File: src/rtl/core/aip_pkg.sv
`default_nettype none
// ----------------------------------------------------------------------------
// aip_pkg: shared types and constants of the ASCII integer parser
// Character codes, base constants, default widths and the per-character
// class record that goes from the classifier to the parse core.
// ----------------------------------------------------------------------------
package aip_pkg;

  // Fixed field widths
  localparam int CHAR_W = 8;
  localparam int BASE_W = 6;

  // Default widths of the result fields
  localparam int VALUE_WIDTH_DEF = 32;
  localparam int COUNT_WIDTH_DEF = 16;

  // Bases
  localparam logic [BASE_W-1:0] BASE_DETECT = 6'd0;
  localparam logic [BASE_W-1:0] BASE_OCT    = 6'd8;
  localparam logic [BASE_W-1:0] BASE_DEC    = 6'd10;
  localparam logic [BASE_W-1:0] BASE_HEX    = 6'd16;
  localparam logic [BASE_W-1:0] BASE_MAX    = 6'd36;

  // Character codes
  localparam logic [CHAR_W-1:0] CH_SPACE = 8'h20;
  localparam logic [CHAR_W-1:0] CH_TAB   = 8'h09;
  localparam logic [CHAR_W-1:0] CH_LF    = 8'h0A;
  localparam logic [CHAR_W-1:0] CH_VT    = 8'h0B;
  localparam logic [CHAR_W-1:0] CH_FF    = 8'h0C;
  localparam logic [CHAR_W-1:0] CH_CR    = 8'h0D;
  localparam logic [CHAR_W-1:0] CH_PLUS  = 8'h2B;
  localparam logic [CHAR_W-1:0] CH_MINUS = 8'h2D;
  localparam logic [CHAR_W-1:0] CH_0     = 8'h30;
  localparam logic [CHAR_W-1:0] CH_9     = 8'h39;
  localparam logic [CHAR_W-1:0] CH_UA    = 8'h41;
  localparam logic [CHAR_W-1:0] CH_UX    = 8'h58;
  localparam logic [CHAR_W-1:0] CH_UZ    = 8'h5A;
  localparam logic [CHAR_W-1:0] CH_LA    = 8'h61;
  localparam logic [CHAR_W-1:0] CH_LX    = 8'h78;
  localparam logic [CHAR_W-1:0] CH_LZ    = 8'h7A;

  // Offset added to a letter's distance from 'a' or 'A'
  localparam logic [BASE_W-1:0] LETTER_OFS = 6'd10;

  // Class of one character
  typedef struct packed {
    logic              blank;
    logic              plus;
    logic              minus;
    logic              zero;
    logic              x_char;
    logic              is_digit;
    logic [BASE_W-1:0] dval;
  } char_class_t;

endpackage
`default_nettype wire

File: src/rtl/core/aip_char_class.sv
`default_nettype none
// ----------------------------------------------------------------------------
// aip_char_class: character classifier
// Flags whitespace, sign, zero and 'x' characters and decodes the digit
// value of 0-9, a-z and A-Z.
// ----------------------------------------------------------------------------
module aip_char_class (
  input  wire logic [aip_pkg::CHAR_W-1:0] char_code,
  output aip_pkg::char_class_t            cls
);

  logic [aip_pkg::CHAR_W-1:0] dec_ofs;
  logic [aip_pkg::CHAR_W-1:0] low_ofs;
  logic [aip_pkg::CHAR_W-1:0] up_ofs;

  assign dec_ofs = char_code - aip_pkg::CH_0;
  assign low_ofs = char_code - aip_pkg::CH_LA;
  assign up_ofs  = char_code - aip_pkg::CH_UA;

  always_comb begin
    cls.blank  = (char_code == aip_pkg::CH_SPACE) || (char_code == aip_pkg::CH_TAB) ||
                 (char_code == aip_pkg::CH_LF)    || (char_code == aip_pkg::CH_CR)  ||
                 (char_code == aip_pkg::CH_FF)    || (char_code == aip_pkg::CH_VT);
    cls.plus   = (char_code == aip_pkg::CH_PLUS);
    cls.minus  = (char_code == aip_pkg::CH_MINUS);
    cls.zero   = (char_code == aip_pkg::CH_0);
    cls.x_char = (char_code == aip_pkg::CH_LX) || (char_code == aip_pkg::CH_UX);

    // digit value; letters map to 10..35
    cls.is_digit = 1'b1;
    if (char_code >= aip_pkg::CH_0 && char_code <= aip_pkg::CH_9) begin
      cls.dval = dec_ofs[aip_pkg::BASE_W-1:0];
    end else if (char_code >= aip_pkg::CH_LA && char_code <= aip_pkg::CH_LZ) begin
      cls.dval = low_ofs[aip_pkg::BASE_W-1:0] + aip_pkg::LETTER_OFS;
    end else if (char_code >= aip_pkg::CH_UA && char_code <= aip_pkg::CH_UZ) begin
      cls.dval = up_ofs[aip_pkg::BASE_W-1:0] + aip_pkg::LETTER_OFS;
    end else begin
      cls.is_digit = 1'b0;
      cls.dval     = '0;
    end
  end

endmodule
`default_nettype wire

File: src/rtl/core/aip_parse_core.sv
`default_nettype none
// ----------------------------------------------------------------------------
// aip_parse_core: parse state and per-character update
// Holds phase, sign, base, accumulator and consumed count; each character
// updates them while step_en is high and may raise a result.
// ----------------------------------------------------------------------------
module aip_parse_core #(
  parameter int VALUE_WIDTH = aip_pkg::VALUE_WIDTH_DEF,
  parameter int COUNT_WIDTH = aip_pkg::COUNT_WIDTH_DEF
) (
  input  wire logic                        clk,
  input  wire logic                        rst_n,
  input  wire logic                        step_en,
  input  wire logic                        start_req,
  input  wire aip_pkg::char_class_t        cls,
  input  wire logic [aip_pkg::BASE_W-1:0]  base_select,
  output logic                             emit,
  output logic [VALUE_WIDTH-1:0]           value,
  output logic [COUNT_WIDTH-1:0]           end_offset
);

  typedef enum logic [3:0] {
    PH_SPACE  = 4'b0001,
    PH_SIGN   = 4'b0010,
    PH_ZERO   = 4'b0100,
    PH_DIGITS = 4'b1000
  } phase_t;

  phase_t                       phase_r,  phase_nxt,  cur_phase;
  logic                         neg_r,    neg_nxt,    cur_neg;
  logic [aip_pkg::BASE_W-1:0]   eb_r,     eb_nxt,     cur_eb;
  logic [VALUE_WIDTH-1:0]       acc_r,    acc_nxt,    cur_acc;
  logic [COUNT_WIDTH-1:0]       cnt_r,    cnt_nxt,    cur_cnt;
  logic                         done_r,   done_nxt,   cur_done;

  logic [aip_pkg::BASE_W-1:0]   base_sat;
  logic [aip_pkg::BASE_W-1:0]   use_eb;
  logic                         sign_step;
  logic                         digit_step;
  logic                         cnt_inc;

  // bases above 36 act as 36
  assign base_sat = (base_select > aip_pkg::BASE_MAX) ? aip_pkg::BASE_MAX : base_select;

  // start flag clears the state ahead of this character
  always_comb begin
    cur_phase = start_req ? PH_SPACE : phase_r;
    cur_neg   = start_req ? 1'b0     : neg_r;
    cur_eb    = start_req ? '0       : eb_r;
    cur_acc   = start_req ? '0       : acc_r;
    cur_cnt   = start_req ? '0       : cnt_r;
    cur_done  = start_req ? 1'b0     : done_r;
  end

  // one character of parsing
  always_comb begin
    phase_nxt  = cur_phase;
    neg_nxt    = cur_neg;
    eb_nxt     = cur_eb;
    acc_nxt    = cur_acc;
    done_nxt   = cur_done;
    use_eb     = cur_eb;
    sign_step  = 1'b0;
    digit_step = 1'b0;
    cnt_inc    = 1'b0;
    emit       = 1'b0;

    if (!cur_done) begin
      unique case (cur_phase)
        PH_SPACE: begin
          if (cls.blank) begin
            cnt_inc = 1'b1;
          end else if (cls.plus || cls.minus) begin
            neg_nxt   = cls.minus;
            cnt_inc   = 1'b1;
            phase_nxt = PH_SIGN;
          end else begin
            sign_step = 1'b1;
          end
        end
        PH_SIGN: begin
          sign_step = 1'b1;
        end
        PH_ZERO: begin
          phase_nxt = PH_DIGITS;
          if (cls.x_char) begin
            cnt_inc = 1'b1;
            eb_nxt  = aip_pkg::BASE_HEX;
          end else begin
            digit_step = 1'b1;
          end
        end
        PH_DIGITS: begin
          digit_step = 1'b1;
        end
        default: begin
          phase_nxt = PH_SPACE;
        end
      endcase

      // prefix decision: leading zero in detect or hex mode
      if (sign_step) begin
        if ((base_sat == aip_pkg::BASE_DETECT || base_sat == aip_pkg::BASE_HEX) && cls.zero) begin
          cnt_inc   = 1'b1;
          eb_nxt    = (base_sat == aip_pkg::BASE_DETECT) ? aip_pkg::BASE_OCT : aip_pkg::BASE_HEX;
          phase_nxt = PH_ZERO;
        end else begin
          use_eb     = (base_sat == aip_pkg::BASE_DETECT) ? aip_pkg::BASE_DEC : base_sat;
          eb_nxt     = use_eb;
          phase_nxt  = PH_DIGITS;
          digit_step = 1'b1;
        end
      end

      // digit accumulate or stop
      if (digit_step) begin
        if (cls.is_digit && cls.dval < use_eb) begin
          acc_nxt = cur_acc * VALUE_WIDTH'(use_eb) + VALUE_WIDTH'(cls.dval);
          cnt_inc = 1'b1;
        end else begin
          emit     = 1'b1;
          done_nxt = 1'b1;
        end
      end
    end

    // saturating count
    cnt_nxt = cur_cnt;
    if (cnt_inc && cur_cnt != {COUNT_WIDTH{1'b1}}) begin
      cnt_nxt = cur_cnt + 1'b1;
    end
  end

  assign value      = cur_neg ? ('0 - cur_acc) : cur_acc;
  assign end_offset = cur_cnt;

  // state registers
  always_ff @(posedge clk) begin
    if (!rst_n) begin
      phase_r <= PH_SPACE;
      neg_r   <= 1'b0;
      eb_r    <= '0;
      acc_r   <= '0;
      cnt_r   <= '0;
      done_r  <= 1'b0;
    end else if (step_en) begin
      phase_r <= phase_nxt;
      neg_r   <= neg_nxt;
      eb_r    <= eb_nxt;
      acc_r   <= acc_nxt;
      cnt_r   <= cnt_nxt;
      done_r  <= done_nxt;
    end
  end

endmodule
`default_nettype wire

File: src/rtl/core/ascii_integer_parser.sv
`default_nettype none
// ----------------------------------------------------------------------------
// ascii_integer_parser: streaming strtol-style integer parser
// One character per beat; skips whitespace, takes a sign and a base prefix,
// accumulates digits and returns value and consumed count at the stop char.
// ----------------------------------------------------------------------------
//  channel | ports                                   | direction
//  --------+-----------------------------------------+----------
//  in      | in_valid, in_stall, in_char_code,       | input beat
//          | in_start_req                            |
//  out     | out_valid, out_stall, out_value,        | result beat
//          | out_end_offset                          |
//  cfg     | cfg_we, cfg_wdata (base_select)         | register write
//
// One character per cycle unless the output stalls; each character beat
// passes the input register, and its result beat the result register.
// The limit is the accumulator multiply-add loop, one per cycle.
// Synchronous active-low reset clears parse state, base to 10, valids.
// A stalled result holds the output register; the input register then
// holds too and in_stall rises while it is full.
// ----------------------------------------------------------------------------
module ascii_integer_parser #(
  parameter int VALUE_WIDTH = aip_pkg::VALUE_WIDTH_DEF,
  parameter int COUNT_WIDTH = aip_pkg::COUNT_WIDTH_DEF
) (
  input  wire logic                              clk,
  input  wire logic                              rst_n,
  // character input
  input  wire logic                              in_valid,
  output logic                                   in_stall,
  input  wire logic [aip_pkg::CHAR_W-1:0]        in_char_code,
  input  wire logic                              in_start_req,
  // result output
  output logic                                   out_valid,
  input  wire logic                              out_stall,
  output logic signed [VALUE_WIDTH-1:0]          out_value,
  output logic [COUNT_WIDTH-1:0]                 out_end_offset,
  // configuration
  input  wire logic                              cfg_we,
  input  wire logic [aip_pkg::BASE_W-1:0]        cfg_wdata
);

  logic                         s1_valid_r;
  logic [aip_pkg::CHAR_W-1:0]   char_r;
  logic                         start_r;
  logic [aip_pkg::BASE_W-1:0]   base_r;

  logic                         out_valid_r;
  logic [VALUE_WIDTH-1:0]       value_r;
  logic [COUNT_WIDTH-1:0]       offset_r;

  logic                         out_free;
  logic                         advance;
  aip_pkg::char_class_t         cls;
  logic                         emit;
  logic [VALUE_WIDTH-1:0]       core_value;
  logic [COUNT_WIDTH-1:0]       core_offset;

  // handshake
  assign out_free = !out_valid_r || !out_stall;
  assign advance  = s1_valid_r && out_free;
  assign in_stall = s1_valid_r && !out_free;

  // base register
  always_ff @(posedge clk) begin
    if (!rst_n) begin
      base_r <= aip_pkg::BASE_DEC;
    end else if (cfg_we) begin
      base_r <= cfg_wdata;
    end
  end

  // input register
  always_ff @(posedge clk) begin
    if (!rst_n) begin
      s1_valid_r <= 1'b0;
    end else if (!s1_valid_r || advance) begin
      s1_valid_r <= in_valid;
    end
  end

  always_ff @(posedge clk) begin
    if ((!s1_valid_r || advance) && in_valid) begin
      char_r  <= in_char_code;
      start_r <= in_start_req;
    end
  end

  aip_char_class u_class (
    .char_code (char_r),
    .cls       (cls)
  );

  aip_parse_core #(
    .VALUE_WIDTH (VALUE_WIDTH),
    .COUNT_WIDTH (COUNT_WIDTH)
  ) u_core (
    .clk         (clk),
    .rst_n       (rst_n),
    .step_en     (advance),
    .start_req   (start_r),
    .cls         (cls),
    .base_select (base_r),
    .emit        (emit),
    .value       (core_value),
    .end_offset  (core_offset)
  );

  // result register
  always_ff @(posedge clk) begin
    if (!rst_n) begin
      out_valid_r <= 1'b0;
    end else if (out_free) begin
      out_valid_r <= advance && emit;
    end
  end

  always_ff @(posedge clk) begin
    if (advance && emit) begin
      value_r  <= core_value;
      offset_r <= core_offset;
    end
  end

  assign out_valid      = out_valid_r;
  assign out_value      = $signed(value_r);
  assign out_end_offset = offset_r;

endmodule
`default_nettype wire
File: config.mk
export PLATFORM = sky130hd
export DESIGN_NAME = ascii_integer_parser
export DESIGN_NICKNAME = d
export VERILOG_FILES = /design/src/rtl/core/aip_pkg.sv /design/src/rtl/core/aip_char_class.sv /design/src/rtl/core/aip_parse_core.sv /design/src/rtl/core/ascii_integer_parser.sv
export SDC_FILE = /design/constraint.sdc
export NUM_CORES = 1
export LEC_CHECK = 0
export ABC_AREA = 1
export BUFFER_PORTS_ARGS = -buffer_cell sky130_fd_sc_hd__clkbuf_2
export CORE_MARGIN = 5
export CORE_UTILIZATION = 45
export DETAILED_ROUTE_END_ITERATION = 10
export PLACE_DENSITY_LB_ADDON = 0.15
export SYNTH_ARGS = -nofsm -noshare
export SYNTH_HDL_FRONTEND = slang
export SYNTH_SLANG_ARGS = --single-unit
File: constraint.sdc
create_clock -name clk -period 6 [get_ports clk]
set_clock_uncertainty 0.1 [all_clocks]
set_input_delay 0.6 -clock clk [delete_from_list [all_inputs] [get_ports clk]]
set_output_delay 0.6 -clock clk [all_outputs]
set_load 0.02 [all_outputs]
Yosys cells after proc, flatten, opt, wreduce, memory -nomap -nowiden. Index checks and enable logic that the tools add are counted.

Register bits: 125. Bits in latches: 0. Memory bits (writable): 0. ROM bits: 0. Bits of input ports: 20. Logic and storage cells: 133. Memories: 0.

Add/subtract/negate cells: 8. Multipliers: 1. Div/mod/pow operators: 0. $lt $le $gt $ge: 8. Eq/ne operators: 17. Shifts and indexed selects: 0. Mux-type cells: 60. Bitwise logic cells: 0. Reductions and logical operators: 26.

Operator list (count): $mux 32 (5); $mux 6 (14); $eq 8x4->1 const B (5); $add 32x6->32 (1); $eq 8x6->1 const B (4); $mul 32x6->32 (1); $mux 16 (2); $sub 1x32->32 const A (1); $mux 1 (28); $mux 4 (6); $add 16x1->16 const B (1); $eq 8x7->1 const B (2); $ge 8x7->1 const B (2); $le 8x7->1 const B (2); $ne 16x16->1 const B (1); $add 6x4->6 const B (2); $pmux 4 s3 (1); $sub 6x6->6 const B (2); $logic_and 1x1->1 (10); $logic_or 1x1->1 (10); $ge 8x6->1 const B (1); $le 8x6->1 const B (1); $eq 6x5->1 const B (1); $gt 6x6->1 const B (1); other kinds (11) (16).

Depth between registers and ports, before layout. Gate-level depths: netlist (run 1).

Word-level depth: 18. Gate-level depth with buffers: 36.

Cells and area by module. From an unflattened synthesis (run 1), not the netlist that was laid out.

Cells, all modules: 1647. Area, all modules: 12373.1 µm².

Modules (own cells, without submodules): aip_parse_core (instances 1, cells an instance 1434, area an instance 9779.4 µm², sequential area each 1201.2 µm²); ascii_integer_parser (instances 1, cells an instance 99, area an instance 2014.4 µm², sequential area each 1871.8 µm²); aip_char_class (instances 1, cells an instance 114, area an instance 579.3 µm², sequential area each 0.0 µm²).

Worst setup path after synthesis (run 1). Ideal clock, no wire load.

Path type: flip-flop to flip-flop. Start: reg char_r[1] (netlist name). End: reg u_core.acc_r[26]. Setup time: 0.132 ns. Data arrival time: 5.681 ns. Required time: 5.768 ns. Slack: 0.087 ns. Cell stages (with the launch flop): 29. Period minus slack after synthesis: 5.913 ns. Path through: edfxtp_1 -> inv_1 -> ha_1 -> nand3_1 -> a21o_1 -> nand4_4 -> nand2_4 -> inv_1 -> a21oi_1 -> a21oi_2 -> clkbuf_1 -> nor2_1 -> fa_1 -> fa_1 -> fa_1 -> ha_1 -> ha_1 -> a21o_1 -> a221oi_1 -> nand3_1 -> a21oi_1 -> nor2_1 -> nand2_1 -> nand2_1 -> nand2_1 -> nand2_1 -> xor2_1 -> o21ai_0 -> a21oi_1.

Longest elaborated chain between the ends: 16. Elaborated cells between the ends (all ways): 58. Classes of those cells: 6 x add/sub; 1 x mul; 7 x order compare; 11 x eq/ne; 21 x mux; 12 x reduce/logical.

Ends and longest elaborated chain: from (decl) (line ascii_integer_parser.sv:44) `logic [aip_pkg::CHAR_W-1:0] char_r;`; from (signal assigned) (line ascii_integer_parser.sv:84) `char_r <= in_char_code;`; $eq 8x6->1 or $eq 8x4->1 (tied branches) (line aip_char_class.sv:21) `cls.blank = (char_code == aip_pkg::CH_SPACE) || (char_code == aip_pkg::CH_TAB) ||`; $logic_or 1x1->1 (2 in series) (line aip_char_class.sv:21); $logic_or 1x1->1 (2 in series) (line aip_char_class.sv:22) `(char_code == aip_pkg::CH_LF) || (char_code == aip_pkg::CH_CR) ||`; $logic_or 1x1->1 (line aip_char_class.sv:23) `(char_code == aip_pkg::CH_FF) || (char_code == aip_pkg::CH_VT);`; $mux 1 (line aip_parse_core.sv:71) `if (cls.blank) begin`; $pmux 1 s2 (line aip_parse_core.sv:69) `unique case (cur_phase)`; $mux 1 (line aip_parse_core.sv:68) `if (!cur_done) begin`; $mux 6 (line aip_parse_core.sv:102) `if (sign_step) begin`; $mux 6 (line aip_parse_core.sv:68); $mul 32x6->32 or $lt 6x6->1 (tied branches) (line aip_parse_core.sv:118, aip_parse_core.sv:117); $add 32x6->32 or $logic_and 1x1->1 (tied branches) (line aip_parse_core.sv:118, aip_parse_core.sv:117); $mux 32 (line aip_parse_core.sv:117) `if (cls.is_digit && cls.dval < use_eb) begin`; $mux 32 * (line aip_parse_core.sv:116) `if (digit_step) begin`; $mux 32 * (line aip_parse_core.sv:68); to (signal assigned) (line aip_parse_core.sv:150) `acc_r <= acc_nxt;`; to (decl) (line aip_parse_core.sv:32) `logic [VALUE_WIDTH-1:0] acc_r, acc_nxt, cur_acc;`.

Mark *: on every way between the ends. The rest lies on a longest branch, timed or not. The select of a mux whose other input is x is not followed. A chain may end at the register's enable or synchronous reset.

Worst setup path after layout (run 1).
Start: reg char_r[0] (netlist name). End: reg u_core.acc_r[30].

The elaborated chain is that of the path after synthesis.

==> impl_metrics.csv, run 1 <==
group,metric,value,unit
outcome,outcome,"finished, final reports clean",
clock_network,cts-root-buf,"clkbuf_16",
min_path,hold_path.class,"input port to register",
synthesis,synth-simple-area-share,24.7,%
clock_network,clock_path_buffers,2,
clock_network,path_clk_slew,0.06,ns
worst_setup_path,rr_worst_depth,29,
sta,layout_setup_ws,0.0624,ns
synthesis,ys_types,52,
routing,top_layer_used,"met4",
synthesis,synth_top_family_by_area,"adder cells",
floorplanning,die_h,175,um
routing,wl_per_cell,17.4,um
synthesis,synth_compound_area_share,12.0,%
placed_design,place_area,13900,um^2
floorplanning,initial_core_util,45.7,%
sta,setup_tns,0,ns
synthesis,ys_seq_elements,125,
floorplanning,placementRows,60,
routing,viasPerCell,5.43,
placed_design,dpl.cell_count,2132,
placed_design,portBuffers,69,
synthesis,yosys.area_share.adder,26.4,%
placed_design,place_congestion,0.943,
routing,vias,11800,
synthesis,synth-xor-area-share,3.41,%
sta,slew_headroom,30.7,%
clock_network,cts_buffers,17,
sta,fin_crit,5.94,ns
worst_setup_path,worstSetupPathType,"register to register",
grt,grt_pass1_vias,11700,
finish,antenna_cells,0,
pwr,ir_drop,0.198,mV
sta,period_share,99.0,%
synthesis,syn_area_per_cell,7.51,um^2
floorplanning,dieWidth,175,um
sta,fin_hold_ws,0.242,ns
clock_network,clock-sinks,125,
placed_design,dp_hpwl,27.7,mm
routing,dr.pass1.iters,6,
worst_setup_path,cp.buffers_inverters,7,
grt,grt_use_total,24.3,%
synthesis,synthCells,1641,
routing,drt.antenna.violating_nets,0,
sta,clock.fmax,168,MHz
clock_network,htree_levels,4,
worst_setup_path,worstSetupEndpointType,"register",
routing,drc,0,
placed_design,pre_cts_ws,-0.150,ns
synthesis,yosys_warnings,0,
finish,area.growth.synth_to_final,27.6,%
worst_setup_path,cp.depth,29,
floorplanning,core_area,27000,um^2
finish,final_cells,2181,
sta,slew_violations,0,
run,drv_cap,0,
synthesis,muxShareOfSynthArea,0.325,%
routing,totalWireLength,37.9,mm
pwr,total_leakage_power,7.49,nW
sta,rsz0062_at_grt,"true",
routing,route.met2.wl,18.4,mm
grt,overflow,0,
sta,setup_viol,0,
synthesis,syn-num-nets,1854,
worst_setup_path,crit_family,"adder cells",
grt,grt_max_degree,46,
routing,met3_wirelength,2.08,mm
worst_setup_path,start_kind,"register",
routing,met1_length,16.4,mm
routing,drt_first_iter_violations,1092,
floorplanning,die-area,30800,um^2
synthesis,synthesis.area,12300,um^2
grt,antenna_found_initial,0,
finish,drive_gt1_share,23.3,%
clock_network,cts_tree,"built",
worst_setup_path,slowest_delay,0.55,ns
finish,fin_area,15700,um^2
min_path,hold_path_depth,1,
grt,grt_pass1_wl,60.5,mm
worst_setup_path,critPathRequiredTime,6.17,ns
worst_setup_path,crit_fanout,7,
worst_setup_path,cp_slowest_cell,"fa_1",
pwr,p_per_area,205,nW/um^2
finish,fin_nets,2040,
floorplanning,io_pins,70,
synthesis,synth.yosys.seq_area_share,24.9,%
worst_setup_path,worstPathArrival,6.11,ns
sta,tightest_slew,1.04,ns
sta,hold_viol,0,
clock_network,clkLatencyLatePin,0.44,ns
[routing by layer]
| metal | track usage [%] | vias up |
|---|---|---|
| li1 | - | 5679 |
| met1 | 32.3 | 5657 |
| met2 | 41.4 | 417 |
| met3 | 3.38 | 83 |
| met4 | 7.47 | 0 |
| met5 | 0 | - |
[power by group]
group | leakage (nW) | internal, mW | switching (mW)
Sequential | 1.12 | 0.946 | 0.0260
Combinational | 6.06 | 0.422 | 0.675
Clock | 0.313 | 0.704 | 0.447
Total | 7.49 | 2.07 | 1.15
[repair_timing]
item / in CTS / in global routing
pin swaps: 4 / 84
gates cloned: 0 / 1
endpoints found under the setup margin: 13 / 21
resized for setup: 21 / 186
setup buffers: 3 / 13
hold buffers: 0 / 0
[flip-flops by register name (all words and copies together) (netlist names)]
register        cells
out_value          32
u_core.acc_r       32
out_end_offset     16
u_core.cnt_r       16
char_r              8
base_r              6
u_core.eb_r         6
u_core.phase_r      4
out_valid           1
s1_valid_r          1
start_r             1
u_core.done_r       1
u_core.neg_r        1
[synth_stat cells (all sizes together)]
master / number / area share, %
a31oi: 7 / 0.36
clkbuf: 33 / 1.0
xnor2: 13 / 0.92
ha: 81 / 8.2
o211ai: 12 / 0.73
or2: 1 / 0.051
o21ai: 95 / 3.9
a22oi: 2 / 0.12
o221ai: 1 / 0.071
a221oi: 3 / 0.21
o21bai: 4 / 0.24
edfxtp: 57 / 14
nor4: 8 / 0.41
o2bb2ai: 1 / 0.071
buf: 13 / 0.59
o31ai: 4 / 0.28
nand2: 355 / 11
a31o: 1 / 0.071
o21a: 1 / 0.061
nand4: 14 / 0.83
o2111ai: 1 / 0.071
dfxtp: 68 / 11
and3: 1 / 0.051
fa: 112 / 18
a21o: 5 / 0.30
inv: 213 / 6.5
nor2: 279 / 8.6
o22ai: 7 / 0.36
a221o: 1 / 0.081
a21oi: 122 / 5.0
a41oi: 2 / 0.14
nand3: 62 / 2.7
clkinv: 4 / 0.12
mux2i: 4 / 0.32
nor3: 19 / 0.93
xor2: 35 / 2.5
[metrics by stage]
step | util [%] | power (mW)
4_1_cts | 54.3 | 3.08
3_3_place_gp | 51.6 | 1.91
2_1_floorplan | - | 1.55
6_report | 58.4 | 3.22
5_1_grt | 58.4 | 3.38
3_5_place_dp | 51.6 | 1.91
[layout make-up]
class | instances | area (um^2)
Clock buffer | 17 | 425
Clock inverter | 15 | 209
Fill cell | 2408 | 11200
Inverter | 217 | 822
Multi-Input combinational cell | 1253 | 9190
Sequential cell | 125 | 3070
Tap cell | 341 | 427
Timing Repair Buffer | 213 | 1590
[worst paths after layout]
check        slack [ns]                            end                          start
min                0.24              start_r$_DFFE_PP_                   in_start_req
max                0.06  u_core.acc_r[30]$_SDFFE_PN0P_            char_r[0]$_DFFE_PP_
max reg2reg        0.06  u_core.acc_r[30]$_SDFFE_PN0P_            char_r[0]$_DFFE_PP_
min reg2reg        0.37  u_core.acc_r[30]$_SDFFE_PN0P_  u_core.acc_r[30]$_SDFFE_PN0P_
[logic make-up (layout without fill, tap and decap cells)]
| family | after synthesis | in the layout |
|---|---|---|
| AO/OA/AOI/OAI | 269 | 269 |
| XOR/XNOR | 48 | 48 |
| adder cells (fa/ha/maj) | 193 | 193 |
| buffers and inverters | 263 | 462 |
| flip-flops | 125 | 125 |
| multiplexers | 4 | 4 |
| AND/OR/NAND/NOR | 739 | 739 |
[cell usage in the layout, fill, tap and decap left out, types with 18 or more instances in the layout]
cell,n
nand2_1,322
nor2_2,25
dfxtp_1,68
inv_1,195
ha_1,37
o21ai_0,80
clkbuf_16,18
clkbuf_2,69
fa_1,109
inv_2,18
nand3_1,49
ha_4,39
a21oi_1,101
nand2_2,22
xor2_1,34
edfxtp_1,57
buf_4,127
nor2_1,250
[worst reg2reg max path, delay by kind of cell (launching register included)]
family / cells / cell delay, ns
AOI/OAI and AO/OA: 5 / 0.70
xor gates and xnor gates: 1 / 0.18
adders and majority gates: 6 / 2.39
buffers and inverters: 7 / 0.76
DFF: 1 / 0.47
and+or+nand+nor: 10 / 1.17
No activity file was read; power rests on OpenSTA's default activity.
==> run 2, diff against run 1 <==
Settings changed: BUFFER_PORTS_ARGS -buffer_cell sky130_fd_sc_hd__clkbuf_2 to -buffer_cell sky130_fd_sc_hd__buf_2.
==> impl_metrics.csv, run 2 (same netlist as run 1, synthesis figures left out) <==
group,metric,value,unit
outcome,outcome,"finished, final reports clean",
worst_setup_path,cp.buffers_inverters,7,
sta,slew_headroom,33.0,%
min_path,hold_path_depth,1,
worst_setup_path,rr_worst_depth,33,
sta,hold_viol,0,
worst_setup_path,r2r-start,"char_r[4]$_DFFE_PP_",
floorplanning,dieWidth,175,um
grt,grt_pass1_wl,58.5,mm
clock_network,clock-sinks,125,
routing,drc,0,
clock_network,cts-root-buf,"clkbuf_16",
pwr,ir_drop,0.172,mV
finish,layout_common_cells,"321 x nand2_1, 236 x nor2_1, 198 x inv_1, 119 x buf_4, 108 x fa_1",
worst_setup_path,ff2ff_setup_slack,0.18,ns
grt,overflow,0,
sta,tightest_slew,1.00,ns
sta,clock.fmax,172,MHz
sta,fin_crit,5.82,ns
worst_setup_path,crit_fanout,5,
worst_setup_path,worstPathArrival,5.99,ns
grt,grt_pass1_vias,11400,
floorplanning,core_area,27000,um^2
worst_setup_path,worstSetupPathType,"register to register",
worst_setup_path,worstSetupEndpointType,"register",
worst_setup_path,critPathRequiredTime,6.18,ns
clock_network,path_clk_slew,0.06,ns
min_path,hold_path.class,"input port to register",
floorplanning,initial_core_util,45.7,%
routing,totalWireLength,36.9,mm
floorplanning,die_h,175,um
clock_network,cts_tree,"built",
clock_network,clock_path_buffers,2,
floorplanning,die-area,30800,um^2
routing,vias,11600,
floorplanning,io_pins,70,
grt,grt_use_total,23.6,%
clock_network,cts_buffers,17,
placed_design,portBuffers,69,
run,drv_cap,0,
sta,setup_viol,0,
finish,fillers,2448,
worst_setup_path,cp_slowest_cell,"fa_1",
routing,drt_first_iter_violations,934,
placed_design,dp_hpwl,27.1,mm
worst_setup_path,worstReg2RegEnd,"u_core.acc_r[26]$_SDFFE_PN0P_",
finish,antenna_cells,0,
finish,final_common_cell,"nand2_1",
finish,final_cells,2176,
routing,drt.antenna.violating_nets,0,
pwr,total_leakage_power,7.41,nW
placed_design,place_congestion,0.935,
clock_network,clkLatencyLatePin,0.44,ns
finish,fin_nets,2035,
pwr,power.total,3.04,mW
clock_network,htree_levels,4,
routing,viasPerCell,5.35,
worst_setup_path,slowest_delay,0.53,ns
routing,dr.pass1.iters,5,
routing,wl_per_cell,17.0,um
grt,antenna_found_initial,0,
finish,drive_gt1_share,22.7,%
min_path,whs_endpoint,"char_r[3]$_DFFE_PP_",
min_path,min_from,"in_char_code[3]",
pwr,p_per_area,196,nW/um^2
sta,slew_violations,0,
worst_setup_path,crit_family,"adder cells",
grt,grt_max_degree,46,
placed_design,dpl.cell_count,2126,
sta,rsz0062_at_grt,"true",
sta,period_share,96.9,%
finish,area.growth.synth_to_final,25.7,%
worst_setup_path,start_kind,"register",
floorplanning,placementRows,60,
==> run 2: cell types whose count changed in the layout (fill, tap and decap cells not counted), sizes merged <==
cell      change
bufinv        -4
clkinvlp      +3
clkbuf       -68
buf          +64
inv           -2
clkinv        +2
==> run 2: worst max path at each step <==
stage	end	from	cells after the start
floorplan	u_core.acc_r[26]$_SDFFE_PN0P_	char_r[1]$_DFFE_PP_	28
finish	u_core.acc_r[26]$_SDFFE_PN0P_	char_r[4]$_DFFE_PP_	33
CTS	u_core.acc_r[29]$_SDFFE_PN0P_	char_r[1]$_DFFE_PP_	30
detailed placement	u_core.acc_r[26]$_SDFFE_PN0P_	char_r[0]$_DFFE_PP_	36
global route	u_core.acc_r[26]$_SDFFE_PN0P_	char_r[0]$_DFFE_PP_	39
global placement	u_core.acc_r[26]$_SDFFE_PN0P_	char_r[1]$_DFFE_PP_	31
==> run 2: per-stage QoR <==
step                setup slack, ns  util (%)  area, um^2  hold WS (ns)  setup TNS [ns]
finish                        0.184      57.5       15500         0.241               0
global route                 -0.109      57.5       15500         0.234          -0.607
CTS                         0.00749      53.9       14500         0.227               0
detailed placement           -0.145      51.5       13900         0.355          -0.544
global placement            -0.0472      51.5       13900         0.352         -0.0882
floorplan                    0.0871         -       12300         0.345               0
==> run 2: final cells by class <==
class	instances	area, um^2	share of cell area, %
Multi-Input combinational cell	1253	9030	58.3
Sequential cell	125	3070	19.8
Timing Repair Buffer	208	1590	10.2
Inverter	217	817	5.27
Clock buffer	18	439	2.83
Tap cell	341	427	2.75
Clock inverter	14	114	0.735
==> run 2: what timing repair did <==
item | 4_1_cts | 5_1_grt
setup buffers | 4 | 14
hold buffers | 0 | 0
setup endpoints to repair | 12 | 23
endpoints found under the hold margin | 0 | 0
gates cloned | 0 | 1
pin swaps | 8 | 88
resized for setup | 17 | 181
==> run 2: worst register-to-register path: cells and delay by family (launching register included) <==
family | cells | cell delay, ns
fa+ha+maj | 6 | 2.49
simple gates | 16 | 1.52
buf+inv | 7 | 0.63
compound gates | 3 | 0.42
flops | 1 | 0.34
xor+xnor | 1 | 0.14
==> run 2: power by group <==
group          switching, mW  internal [mW]
Combinational          0.666          0.413
Sequential            0.0248          0.946
Clock                  0.444          0.546
Total                   1.13           1.90
==> run 2: per-layer routing <==
| metal | share of wire (%) | global-route usage (%) |
|---|---|---|
| met4 | 2.9 | 8.15 |
| met5 | 0 | 0 |
| met3 | 5.8 | 3.47 |
| met2 | 48 | 39.8 |
| met1 | 43 | 31.2 |
